[config.mk]
export PLATFORM = sky130hd
export DESIGN_NAME = marquee_scroll_controller
export DESIGN_NICKNAME = d
export VERILOG_FILES = /design/src/rtl/core/mcs_pkg.sv /design/src/rtl/core/mcs_ram.sv /design/src/rtl/core/marquee_scroll_controller.sv
export SDC_FILE = /design/constraint.sdc
export NUM_CORES = 2
export LEC_CHECK = 0
export BUFFER_PORTS_ARGS = -buffer_cell sky130_fd_sc_hd__buf_2
export CAP_MARGIN = 0
export CORE_MARGIN = 3
export CORE_UTILIZATION = 55
export CTS_CLUSTER_DIAMETER = 40
export DETAILED_ROUTE_END_ITERATION = 7
export MAX_ROUTING_LAYER = met4
export PLACE_DENSITY = 0.71
export SETUP_SLACK_MARGIN = 0.4
export SYNTH_ARGS = -nofsm -noshare
export SYNTH_HDL_FRONTEND = slang
export SYNTH_HIERARCHICAL = 1
export SYNTH_SLANG_ARGS = --single-unit
[constraint.sdc]
create_clock -name i_clk -period 12.2 [get_ports i_clk]
set_input_delay 2.44 -clock i_clk [delete_from_list [all_inputs] [get_ports i_clk]]
set_output_delay 2.44 -clock i_clk [all_outputs]
set_load 0.05 [all_outputs]
[src/rtl/core/mcs_pkg.sv]
package mcs_pkg;

    // display geometry
    localparam int MAX_ROWS      = 8;
    localparam int LINES_PER_ROW = 4;
    localparam int ENTRY_COUNT   = MAX_ROWS * LINES_PER_ROW;
    localparam int ENTRY_AW      = (ENTRY_COUNT > 1) ? $clog2(ENTRY_COUNT) : 1;

    // field widths
    localparam int OP_W     = 2;
    localparam int ROW_W    = 3;
    localparam int LINE_W   = 2;
    localparam int PIX_W    = 12;
    localparam int TIME_W   = 32;
    localparam int OFF_W    = 16;
    localparam int PHASE_W  = 2;
    localparam int RATE_W   = 8;
    localparam int PAUSE_W  = 16;
    localparam int ICONW_W  = 8;
    localparam int CFG_IDX_W  = 2;
    localparam int CFG_DATA_W = 16;

    // memory words: phase and stamp in one, started flag and offset in the other
    localparam int PS_W = PHASE_W + TIME_W;
    localparam int SO_W = 1 + OFF_W;

    // operation codes
    localparam logic [OP_W-1:0] OP_ADVANCE   = 2'd0;
    localparam logic [OP_W-1:0] OP_RESET_ROW = 2'd1;
    localparam logic [OP_W-1:0] OP_RESET_ALL = 2'd2;

    // phase codes
    localparam logic [PHASE_W-1:0] PH_BEFORE = 2'd0;
    localparam logic [PHASE_W-1:0] PH_SCROLL = 2'd1;
    localparam logic [PHASE_W-1:0] PH_AFTER  = 2'd2;

    // configuration register indexes
    localparam logic [CFG_IDX_W-1:0] CFG_SCROLL_RATE = 2'd0;
    localparam logic [CFG_IDX_W-1:0] CFG_PAUSE_MS    = 2'd1;
    localparam logic [CFG_IDX_W-1:0] CFG_ICON_WIDTH  = 2'd2;

    // configuration reset values
    localparam logic [RATE_W-1:0]  RST_SCROLL_RATE = 8'd2;
    localparam logic [PAUSE_W-1:0] RST_PAUSE_MS    = 16'd2000;
    localparam logic [ICONW_W-1:0] RST_ICON_WIDTH  = 8'd24;

    // sequencer states
    typedef enum logic {
        ST_IDLE,
        ST_CALC
    } t_state;

    // table index of one row and line
    function automatic logic [ENTRY_AW-1:0] entry_idx(input logic [ROW_W-1:0] row,
                                                      input logic [LINE_W-1:0] line);
        int sum;
        sum = int'(row) * LINES_PER_ROW + int'(line);
        return ENTRY_AW'(sum);
    endfunction

endpackage

[src/rtl/core/mcs_ram.sv]
module mcs_ram #(
    parameter int WIDTH = 8,
    parameter int DEPTH = 32,
    localparam int AW = (DEPTH > 1) ? $clog2(DEPTH) : 1
) (
    input  logic             i_clk,
    input  logic             i_we,
    input  logic [AW-1:0]    i_waddr,
    input  logic [WIDTH-1:0] i_wdata,
    input  logic             i_re,
    input  logic [AW-1:0]    i_raddr,
    output logic [WIDTH-1:0] o_rdata
);

    logic [WIDTH-1:0] r_mem [DEPTH];
    logic [WIDTH-1:0] r_rdata;

    // one write port, one registered read port
    always_ff @(posedge i_clk) begin
        if (i_we) begin
            r_mem[i_waddr] <= i_wdata;
        end
        if (i_re) begin
            r_rdata <= r_mem[i_raddr];
        end
    end

    assign o_rdata = r_rdata;

endmodule

[src/rtl/core/marquee_scroll_controller.sv]
// Marquee scroll sequencer, one table entry per (row, line) of the display.
// Request channel: i_in_valid / o_in_stall with operation, row, line, text and
// window widths, icon and non-empty flags and the current time in ms. A request
// is taken when i_in_valid is high and o_in_stall is low.
// Result channel: o_out_valid / i_out_stall with offset, phase and icon flag;
// every request gives exactly one result, in request order.
// Configuration: i_cfg_valid / o_cfg_ready (always ready), i_cfg_index selects
// scroll rate (0), pause in ms (1) or icon width (2); other indexes are dropped.
// The result is registered once the output register is free; the entry memories
// are read when a request is taken and written back as its result is registered,
// and the block takes no new request until that write is done.
// A finished result waits in the output register while the next request is
// taken; if the receiver still stalls when that second result is ready, the
// block holds it and stalls its own input until the register drains.
// Reset (i_rst_n low, synchronous) restores the configuration defaults and marks
// all entries as unwritten, so they read as wait-before, offset zero, stamp unset
// and not started; no clearing pass is needed.
module marquee_scroll_controller (
    input  logic                             i_clk,
    input  logic                             i_rst_n,
    // requests
    input  logic                             i_in_valid,
    output logic                             o_in_stall,
    input  logic [mcs_pkg::OP_W-1:0]         i_operation,
    input  logic [mcs_pkg::ROW_W-1:0]        i_row,
    input  logic [mcs_pkg::LINE_W-1:0]       i_line,
    input  logic [mcs_pkg::PIX_W-1:0]        i_text_width,
    input  logic                             i_text_nonempty,
    input  logic                             i_with_icon,
    input  logic [mcs_pkg::PIX_W-1:0]        i_window_width,
    input  logic [mcs_pkg::TIME_W-1:0]       i_now_ms,
    // results
    output logic                             o_out_valid,
    input  logic                             i_out_stall,
    output logic signed [mcs_pkg::OFF_W-1:0] o_scroll_offset,
    output logic [mcs_pkg::PHASE_W-1:0]      o_phase,
    output logic                             o_icon_shown,
    // configuration writes
    input  logic                             i_cfg_valid,
    output logic                             o_cfg_ready,
    input  logic [mcs_pkg::CFG_IDX_W-1:0]    i_cfg_index,
    input  logic [mcs_pkg::CFG_DATA_W-1:0]   i_cfg_data
);
    import mcs_pkg::*;

    // control
    t_state r_state, n_state;
    logic   in_take;
    logic   calc_done;

    // configuration registers
    logic [RATE_W-1:0]  r_scroll_rate;
    logic [PAUSE_W-1:0] r_pause_ms;
    logic [ICONW_W-1:0] r_icon_width;

    // latched request
    logic [OP_W-1:0]     r_op;
    logic [ROW_W-1:0]    r_row;
    logic [LINE_W-1:0]   r_line;
    logic [PIX_W-1:0]    r_text_width;
    logic                r_nonempty;
    logic                r_with_icon;
    logic [PIX_W-1:0]    r_window_width;
    logic [TIME_W-1:0]   r_now_ms;
    logic [ENTRY_AW-1:0] r_entry;
    logic                r_ps_vld_rd;
    logic                r_so_vld_rd;

    // written marks, one per entry for each memory
    logic [ENTRY_COUNT-1:0] r_ps_vld;
    logic [ENTRY_COUNT-1:0] r_so_vld;
    logic [ENTRY_COUNT-1:0] row_mask;

    // memory ports
    logic [ENTRY_AW-1:0] rd_addr;
    logic [PS_W-1:0]     ps_rdata, ps_wdata;
    logic [SO_W-1:0]     so_rdata, so_wdata;
    logic                mem_we;

    // entry as read
    logic [PHASE_W-1:0]      cur_phase;
    logic [TIME_W-1:0]       cur_stamp;
    logic signed [OFF_W-1:0] cur_off;
    logic                    cur_started;

    // step arithmetic
    logic                    icon;
    logic [PIX_W:0]          full_w;
    logic signed [PIX_W+1:0] to_scroll;
    logic signed [PIX_W+2:0] neg_scroll;
    logic                    do_scroll;
    logic [TIME_W-1:0]       elapsed;
    logic                    pause_over;
    logic signed [OFF_W:0]   off_sub;
    logic signed [OFF_W-1:0] off_sat;
    logic                    advance;

    // entry as written back
    logic [PHASE_W-1:0]      new_phase;
    logic [TIME_W-1:0]       new_stamp;
    logic signed [OFF_W-1:0] new_off;
    logic                    new_started;

    // result
    logic signed [OFF_W-1:0] res_off;
    logic [PHASE_W-1:0]      res_phase;
    logic                    res_icon;
    logic                    r_out_valid;
    logic signed [OFF_W-1:0] r_out_off;
    logic [PHASE_W-1:0]      r_out_phase;
    logic                    r_out_icon;

    // configuration port
    assign o_cfg_ready = 1'b1;

    always_ff @(posedge i_clk) begin
        if (!i_rst_n) begin
            r_scroll_rate <= RST_SCROLL_RATE;
            r_pause_ms    <= RST_PAUSE_MS;
            r_icon_width  <= RST_ICON_WIDTH;
        end else if (i_cfg_valid) begin
            unique case (i_cfg_index)
                CFG_SCROLL_RATE: r_scroll_rate <= i_cfg_data[RATE_W-1:0];
                CFG_PAUSE_MS:    r_pause_ms    <= i_cfg_data[PAUSE_W-1:0];
                CFG_ICON_WIDTH:  r_icon_width  <= i_cfg_data[ICONW_W-1:0];
                default: ;
            endcase
        end
    end

    // next state
    always_comb begin
        n_state = r_state;
        unique case (r_state)
            ST_IDLE: if (i_in_valid) n_state = ST_CALC;
            ST_CALC: if (calc_done) n_state = ST_IDLE;
            default: n_state = ST_IDLE;
        endcase
    end

    // state outputs
    always_comb begin
        o_in_stall = 1'b1;
        calc_done  = 1'b0;
        unique case (r_state)
            ST_IDLE: o_in_stall = 1'b0;
            ST_CALC: calc_done  = !r_out_valid || !i_out_stall;
            default: ;
        endcase
    end

    assign in_take = i_in_valid && !o_in_stall;

    always_ff @(posedge i_clk) begin
        if (!i_rst_n) begin
            r_state <= ST_IDLE;
        end else begin
            r_state <= n_state;
        end
    end

    // capture the request together with the written marks of its entry
    assign rd_addr = entry_idx(i_row, i_line);

    always_ff @(posedge i_clk) begin
        if (in_take) begin
            r_op           <= i_operation;
            r_row          <= i_row;
            r_line         <= i_line;
            r_text_width   <= i_text_width;
            r_nonempty     <= i_text_nonempty;
            r_with_icon    <= i_with_icon;
            r_window_width <= i_window_width;
            r_now_ms       <= i_now_ms;
            r_entry        <= rd_addr;
            r_ps_vld_rd    <= r_ps_vld[rd_addr];
            r_so_vld_rd    <= r_so_vld[rd_addr];
        end
    end

    // entry memories
    mcs_ram #(.WIDTH(PS_W), .DEPTH(ENTRY_COUNT)) u_ps_ram (
        .i_clk   (i_clk),
        .i_we    (mem_we),
        .i_waddr (r_entry),
        .i_wdata (ps_wdata),
        .i_re    (in_take),
        .i_raddr (rd_addr),
        .o_rdata (ps_rdata)
    );

    mcs_ram #(.WIDTH(SO_W), .DEPTH(ENTRY_COUNT)) u_so_ram (
        .i_clk   (i_clk),
        .i_we    (mem_we),
        .i_waddr (r_entry),
        .i_wdata (so_wdata),
        .i_re    (in_take),
        .i_raddr (rd_addr),
        .o_rdata (so_rdata)
    );

    // unwritten entries read as their reset values
    always_comb begin
        cur_phase   = r_ps_vld_rd ? ps_rdata[PS_W-1:TIME_W] : PH_BEFORE;
        cur_stamp   = r_ps_vld_rd ? ps_rdata[TIME_W-1:0] : '0;
        cur_off     = r_so_vld_rd ? signed'(so_rdata[OFF_W-1:0]) : '0;
        cur_started = r_so_vld_rd ? so_rdata[OFF_W] : 1'b0;
    end

    // widths, elapsed time and the scrolled offset
    always_comb begin
        icon       = (r_line == '0) && r_with_icon;
        full_w     = {1'b0, r_text_width} + (icon ? (PIX_W+1)'(r_icon_width) : '0);
        to_scroll  = signed'({1'b0, full_w}) - signed'({2'b00, r_window_width});
        neg_scroll = -(PIX_W+3)'(to_scroll);
        do_scroll  = to_scroll > 0;
        off_sub    = (OFF_W+1)'(cur_off) - signed'({{(OFF_W+1-RATE_W){1'b0}}, r_scroll_rate});
        off_sat    = (off_sub[OFF_W] != off_sub[OFF_W-1]) ? {1'b1, {(OFF_W-1){1'b0}}}
                                                          : off_sub[OFF_W-1:0];
        advance    = (r_op == OP_ADVANCE) && (int'(r_row) < MAX_ROWS)
                     && (int'(r_line) < LINES_PER_ROW);
    end

    // in the wait-before phase a stamp of zero is unset and taken fresh, so no time has passed
    always_comb begin
        if ((cur_phase == PH_BEFORE) && (cur_stamp == '0)) begin
            elapsed = '0;
        end else begin
            elapsed = r_now_ms - cur_stamp;
        end
        pause_over = elapsed >= TIME_W'(r_pause_ms);
    end

    // phase step of one entry
    always_comb begin
        new_phase   = cur_phase;
        new_stamp   = cur_stamp;
        new_off     = cur_off;
        new_started = cur_started;
        unique case (cur_phase)
            PH_BEFORE: begin
                if (do_scroll) begin
                    if (cur_stamp == '0) begin
                        new_stamp = r_now_ms;
                        new_off   = '0;
                    end
                    if (pause_over) new_phase = PH_SCROLL;
                end else begin
                    new_off = '0;
                end
            end
            PH_SCROLL: begin
                if (do_scroll) begin
                    new_off = off_sat;
                    if ((r_line != '0) && !cur_started && r_nonempty) begin
                        new_off     = '0;
                        new_started = 1'b1;
                    end
                end else if (signed'({{(OFF_W+1-PIX_W){1'b0}}, r_text_width})
                             < (OFF_W+1)'(cur_off)) begin
                    new_off     = '0;
                    new_started = 1'b0;
                end
                if ((OFF_W+1)'(new_off) <= (OFF_W+1)'(neg_scroll)) begin
                    new_stamp = r_now_ms;
                    new_phase = PH_AFTER;
                end
            end
            PH_AFTER: begin
                if (do_scroll) begin
                    if (pause_over) begin
                        new_off   = '0;
                        new_phase = PH_BEFORE;
                        new_stamp = r_now_ms;
                    end
                end else begin
                    new_off = '0;
                end
            end
            default: ;
        endcase
    end

    // write back and result selection
    always_comb begin
        mem_we   = calc_done && advance && (r_window_width != '0);
        ps_wdata = {new_phase, new_stamp};
        so_wdata = {new_started, new_off};
        res_off   = '0;
        res_phase = PH_BEFORE;
        res_icon  = 1'b0;
        if (advance) begin
            if (r_window_width == '0) begin
                res_off   = cur_off;
                res_phase = cur_phase;
            end else begin
                res_off   = new_off;
                res_phase = new_phase;
                res_icon  = icon;
            end
        end
    end

    // entries of the addressed row
    always_comb begin
        row_mask = '0;
        for (int l = 0; l < LINES_PER_ROW; l++) begin
            row_mask[entry_idx(r_row, LINE_W'(l))] = 1'b1;
        end
    end

    // written marks: write-back sets them, reset clears all, row and all-row requests clear offsets
    always_ff @(posedge i_clk) begin
        if (!i_rst_n) begin
            r_ps_vld <= '0;
            r_so_vld <= '0;
        end else if (calc_done) begin
            if (mem_we) begin
                r_ps_vld[r_entry] <= 1'b1;
                r_so_vld[r_entry] <= 1'b1;
            end else if (r_op == OP_RESET_ALL) begin
                r_so_vld <= '0;
            end else if ((r_op == OP_RESET_ROW) && (int'(r_row) < MAX_ROWS)) begin
                r_so_vld <= r_so_vld & ~row_mask;
            end
        end
    end

    // output register
    always_ff @(posedge i_clk) begin
        if (!i_rst_n) begin
            r_out_valid <= 1'b0;
        end else if (calc_done) begin
            r_out_valid <= 1'b1;
        end else if (!i_out_stall) begin
            r_out_valid <= 1'b0;
        end
    end

    always_ff @(posedge i_clk) begin
        if (calc_done) begin
            r_out_off   <= res_off;
            r_out_phase <= res_phase;
            r_out_icon  <= res_icon;
        end
    end

    assign o_out_valid     = r_out_valid;
    assign o_scroll_offset = r_out_off;
    assign o_phase         = r_out_phase;
    assign o_icon_shown    = r_out_icon;

endmodule

After elaboration in Yosys (flattened, before gate mapping)
Memory sizes are Yosys's and may differ from the RTL's. A register that Yosys moved wholly into a read port is not among the register bits.
Cells that the tools add are included.
- bits in registers: 189
- bits in read-only memories: 0
- bits in latches: 0
- RAM bits: 1632
- memories kept: 2
- output and inout port bits: 22
- logic and storage cells: 155
- input port bits: 88
- order comparisons: 15
- multiplexer cells: 60
- bitwise operators: 9
- reduce and logical (&&, ||, !) cells: 31
- $mul: 0
- shifts and indexed selects: 0
- equality and inequality tests: 8
- divide/modulo/power cells: 0
- $add $sub $neg: 9
- memory list (memory ; depth ; bits a word ; read ports ; clocked after memory_dff ; write ports ; line ; source):
    u_ps_ram.r_mem ; 32 ; 34 ; 1 ; 1 ; 1 ; mcs_ram.sv:15 ; logic [WIDTH-1:0] r_mem [DEPTH];
    u_so_ram.r_mem ; 32 ; 17 ; 1 ; 1 ; 1 ; mcs_ram.sv:15 ;
- operators by type and width (cell ; count):
    $mux 32 ; 10
    $mux 16 ; 11
    $or 32x32->32 ; 4
    $pmux 32 s3 ; 1
    $pmux 16 s3 ; 1
    $lt 5x6->1 const B ; 6
    $and 32x32->32 ; 1
    $ge 32x16->1 ; 1
    $logic_not 32->1 ; 1
    $not 32->32 ; 1
    $or 29x32->32 ; 1
    $sub 32x32->32 ; 1
    $ge 5x1->1 const B ; 5
    $demux 1 s5 ; 4
    $mux 1 ; 20
    $sub 16x9->17 ; 1
    $le 16x15->1 ; 1
    $lt 13x16->1 ; 1
    $neg 14->15 ; 1
    $gt 14x1->1 const B ; 1
    $mux 2 ; 7
    $sub 13x12->14 ; 1
    $add 12x8->13 ; 1
    $logic_and 1x1->1 ; 12
    other kinds (22) ; 38

Longest topological paths before layout
- depth after elaboration: 13
- gate-level depth with buffers: 34
- mapped depth without buffers: 30

Cells and area by module
Netlist, hierarchy kept.
- modules (own cells, without submodules) (module ; area an instance (µm²) ; cells an instance ; instances ; sequential area each (µm²)):
    mcs_ram (u_ps_ram) ; 43447.9 ; 2399 ; 1 ; 33692.3
    mcs_ram (u_so_ram) ; 21907.3 ; 1212 ; 1 ; 16846.2
    marquee_scroll_controller ; 13296.5 ; 1491 ; 1 ; 4544.4

Worst setup path after synthesis
OpenSTA, ideal clock, no wires.
- kind: input port to flip-flop
- start point: input i_in_valid
- end point: register r_entry[1], enable pin
- arrival: 7.561 ns
- stages: 1
- data required time: 11.592 ns
- path buffers: 0
- slack: 4.031 ns
- library setup time: 0.608 ns
- cell sequence: nor2b_1
- word-level cells in the longest chain between the ends: 1
- ends and longest elaborated chain (element ; line ; source):
    start: declaration ; marquee_scroll_controller.sv:22 ; input logic i_in_valid,
    $logic_and 1x1->1 ; marquee_scroll_controller.sv:152 ; assign in_take = i_in_valid && !o_in_stall;
    end signal: assignment ; marquee_scroll_controller.sv:175 ; r_entry <= rd_addr;
    end: declaration ; marquee_scroll_controller.sv:65 ; logic [ENTRY_AW-1:0] r_entry;
Every way passes these cells.
A chain may end at the register's enable or synchronous reset.

==> flow_summary_export.csv <==
group,metric,value,unit
yosys,ys_warn_count,6,
setup_path,required,12540,ps
sta,fmaxAchievable,107.1,MHz
final_layout,num-nets-final,5497,
yosys,synth_fp_nets,5303,
setup_path,worstSetupEndpointType,"register",
min_path,min_path_type,"register to register",
pwr,combPwrFrac,8.8,%
sta,tns,0,ps
floorplanning,die_area,0.1476,sq mm
pwr,p_per_area,171.4,mW/mm^2
clocking,cts_resized,0,
clocking,cts_sinks,1867,
routing,drtIter0Drc,5617,
pwr,internal_power,11.52,mW
yosys,ys_seq_area_share,70.03,%
pwr,sequentialPowerShare,48.0,%
routing,wire_per_inst,28.33,um
clocking,cts-root-buf,"clkbuf_16",
yosys,async_reset_ff_share,0,%
floorplanning,core-area,0.1418,sq mm
yosys,synthTopCellsByArea,"edfxtp_1, mux2i_1, dfxtp_1",
floorplanning,io_pins,110,
yosys,yosysTopAreaCellShare,67.54,%
yosys,synth_enable_flop_cells,1769,
grt,grt_usage,28.78,%
yosys,synth_most_common_cell,"edfxtp_1",
clocking,clock_latency,860,ps
clocking,clk_pin_slew,60,ps
sta,slew_viol_final,0,
clocking,cts_tree,"built",
pwr,p_leak,31.86,nW
routing,drtAntennaViolNets,0,
yosys,synthFlopType,"edfxtp_1",
yosys,ys_seq_elements,1867,
yosys,synth.top_cells.by_count,"edfxtp_1, mux2i_1, nand2_1",
floorplanning,dieHeight,384.2,um
pwr,switching_share,24.45,%
sta,finalSetupViolCount,0,
placement,gp_congestion,0.9447,
grt,grt_first_pass_wirelength,301700,um
sta,slew_headroom,11.18,%
job,cap_violations,0,
final_layout,multi_input_area,0.02194,sq mm
yosys,yosys.area.top_type,"edfxtp_1",
grt,grt_pass1_vias,44890,
sta,finalCritPeriodShare,76.52,%
final_layout,seqCellArea,0.05508,sq mm
clocking,cts_max_level,4,
floorplanning,start_util,55.48,%
clocking,cts_made_buffers,222,
setup_path,cp_max_fo,55,
sta,rsz0062_at_grt,"false",
routing,vias,47040,
grt,grt.overflow.total,0,
setup_path,cp.arrival,9670,ps
setup_path,critPathLaunchType,"register",
yosys,yosysUniqueCellTypes,96,
sta,finalHoldViolations,0,
pwr,ir_worst_vdd,0.0001576,V
grt,grt_max_degree,129,
final_layout,syn2layout_area_growth,13.13,%
yosys,avgSynthCellArea,15.42,sq um
floorplanning,die_w,384.2,um
final_layout,layout-drive-gt1-share,13.74,%
yosys,syn_area,0.07865,sq mm
pwr,power_frac_clock,43.2,%
placement,portBuffers,108,
sta,tightest_slew,1327,ps
outcome,status,"completed",
sta,period_minus_slack,9335,ps
placement,post_dp_cell_area,0.08141,sq mm
yosys,syn-instance-count,5102,
routing,via_per_inst,6.367,
clocking,cts_setup_buffers,0,
placement,hpwl,114200,um
routing,routed_wl,209300,um
final_layout,fin_area,0.08898,sq mm
clocking,cts_buffer_depth,3,
final_layout,fillCellCount,10010,
routing,drc,0,
final_layout,final_cells,7388,
routing,drt_pass1_iterations,6,
pwr,p_sw,3.729,mW
setup_path,critical_path_class,"register to register",
sta,skew,94.68,ps
floorplanning,row_count,138,
grt,antenna_found_initial,4,
clocking,hold_buffers,0,
placement,placed_cells,6962,
[final cells by class]
type / count / area share, %
Multi-Input combinational cell: 2861 / 24.66
Inverter: 93 / 0.3923
Sequential cell: 1867 / 61.91
Clock inverter: 162 / 2.061
Timing Repair Buffer: 251 / 1.881
Clock buffer: 260 / 6.428
Antenna cell: 4 / 0.01125
Tap cell: 1890 / 2.658
[final timing paths]
kind | start | end | slack, ps | depth (start not counted)
worst max register to register | r_entry[1] | u_ps_ram/r_mem[2][18] | 2860 | 26
worst max-delay path | r_entry[1] | u_ps_ram/r_mem[2][18] | 2860 | 26
worst min register to register | r_so_vld[27] | r_so_vld[27] | 460 | 1
worst min-delay path | r_so_vld[27] | r_so_vld[27] | 460 | 1
[kinds of logic (layout without fill, tap and decap cells)]
kind of cell / after synthesis / in the layout / synth area share, %
DFF: 1867 / 1867 / 70.03
and+or+nand+nor: 968 / 968 / 5.781
AOI/OAI and AO/OA: 871 / 871 / 7.768
muxes: 861 / 861 / 11.29
buffers and inverters: 374 / 766 / 2.696
adders and majority gates: 113 / 113 / 1.903
xor gates and xnor gates: 47 / 47 / 0.5234
other: 1 / 5 / 0.004768
[critical path, stage by stage, from the launching register on]
cell       delay (ps)
edfxtp_1          520
or2_2             490
nor2_1            570
nand2_1           140
fa_1              500
inv_1              40
ha_1              340
and2b_1           190
o211ai_1          290
mux2_2            400
a2111oi_4         450
nand4_1           240
o22ai_1           270
nand2_2           330
or2_0             520
o22ai_1           400
ha_1              310
nand4_1           100
nor2_1             60
a221oi_1          220
o21ai_0           160
nor4b_1           270
a211oi_1          210
nor3b_1           290
a31o_2            200
buf_4             710
o211ai_2          590
[metrics by stage]
step	hold slack, ps	power [mW]	util [%]	worst slack [ps]
global route	475.1	15.71	62.77	2249
finish	456.6	15.25	62.77	2865
CTS	462.5	15.29	62.76	2807
detailed placement	448.8	8.768	57.43	2850
floorplan	434.8	8.348	-	4031
global placement	440.9	8.740	57.43	3036
[placed cells by master (no fill, tap or decap), drive strengths merged, types with 7 or more instances in the layout]
master and n:
a211oi 7, a21boi 15, a21o 23, a21oi 223
a22o 102, a22oi 173, a31oi 58, and2 13
and3 8, buf 251, bufinv 19, clkbuf 260
clkinv 84, clkinvlp 22, dfxtp 98, edfxtp 1769
fa 11, ha 102, inv 130, mux2i 835
mux4 20, nand2 308, nand2b 18, nand3 196
nand3b 13, nand4 39, nor2 200, nor2b 37
nor3 80, nor4 15, o211ai 40, o21a 70
o21ai 67, o21bai 7, o22ai 18, o2bb2ai 9
o31ai 9, or2 13, xnor2 35, xor2 12
[metal layers]
metal | up-vias | track usage (%) | part of all wire (%)
li1 | 20300 | - | -
met1 | 23590 | 39.86 | 40
met2 | 2715 | 43.39 | 46
met3 | 430 | 5.691 | 11
met4 | 0 | 8.938 | 3.1
met5 | - | - | 0
[flip-flops by register name, indices dropped and copies added, names as in the netlist, 2 cells and up]
signal	flops
r_text_width	12
r_pause_ms	16
u_so_ram/r_mem	544
r_now_ms	32
o_scroll_offset	16
u_so_ram/o_rdata	17
o_phase	2
u_ps_ram/r_mem	1088
r_ps_vld	32
r_icon_width	8
r_window_width	12
u_ps_ram/o_rdata	34
r_op	2
r_scroll_rate	8
r_row	3
r_so_vld	32
[power groups by stage]
stage               clock network (mW)  registers, mW  logic (mW)
CTS                               6.65           7.31        1.33
global route                      6.95           7.32        1.45
global placement                     0           7.45        1.29
finish                            6.59           7.32        1.35
floorplan                            0           7.45       0.897
detailed placement                   0           7.45        1.32
(Power assumes the default switching activity.)
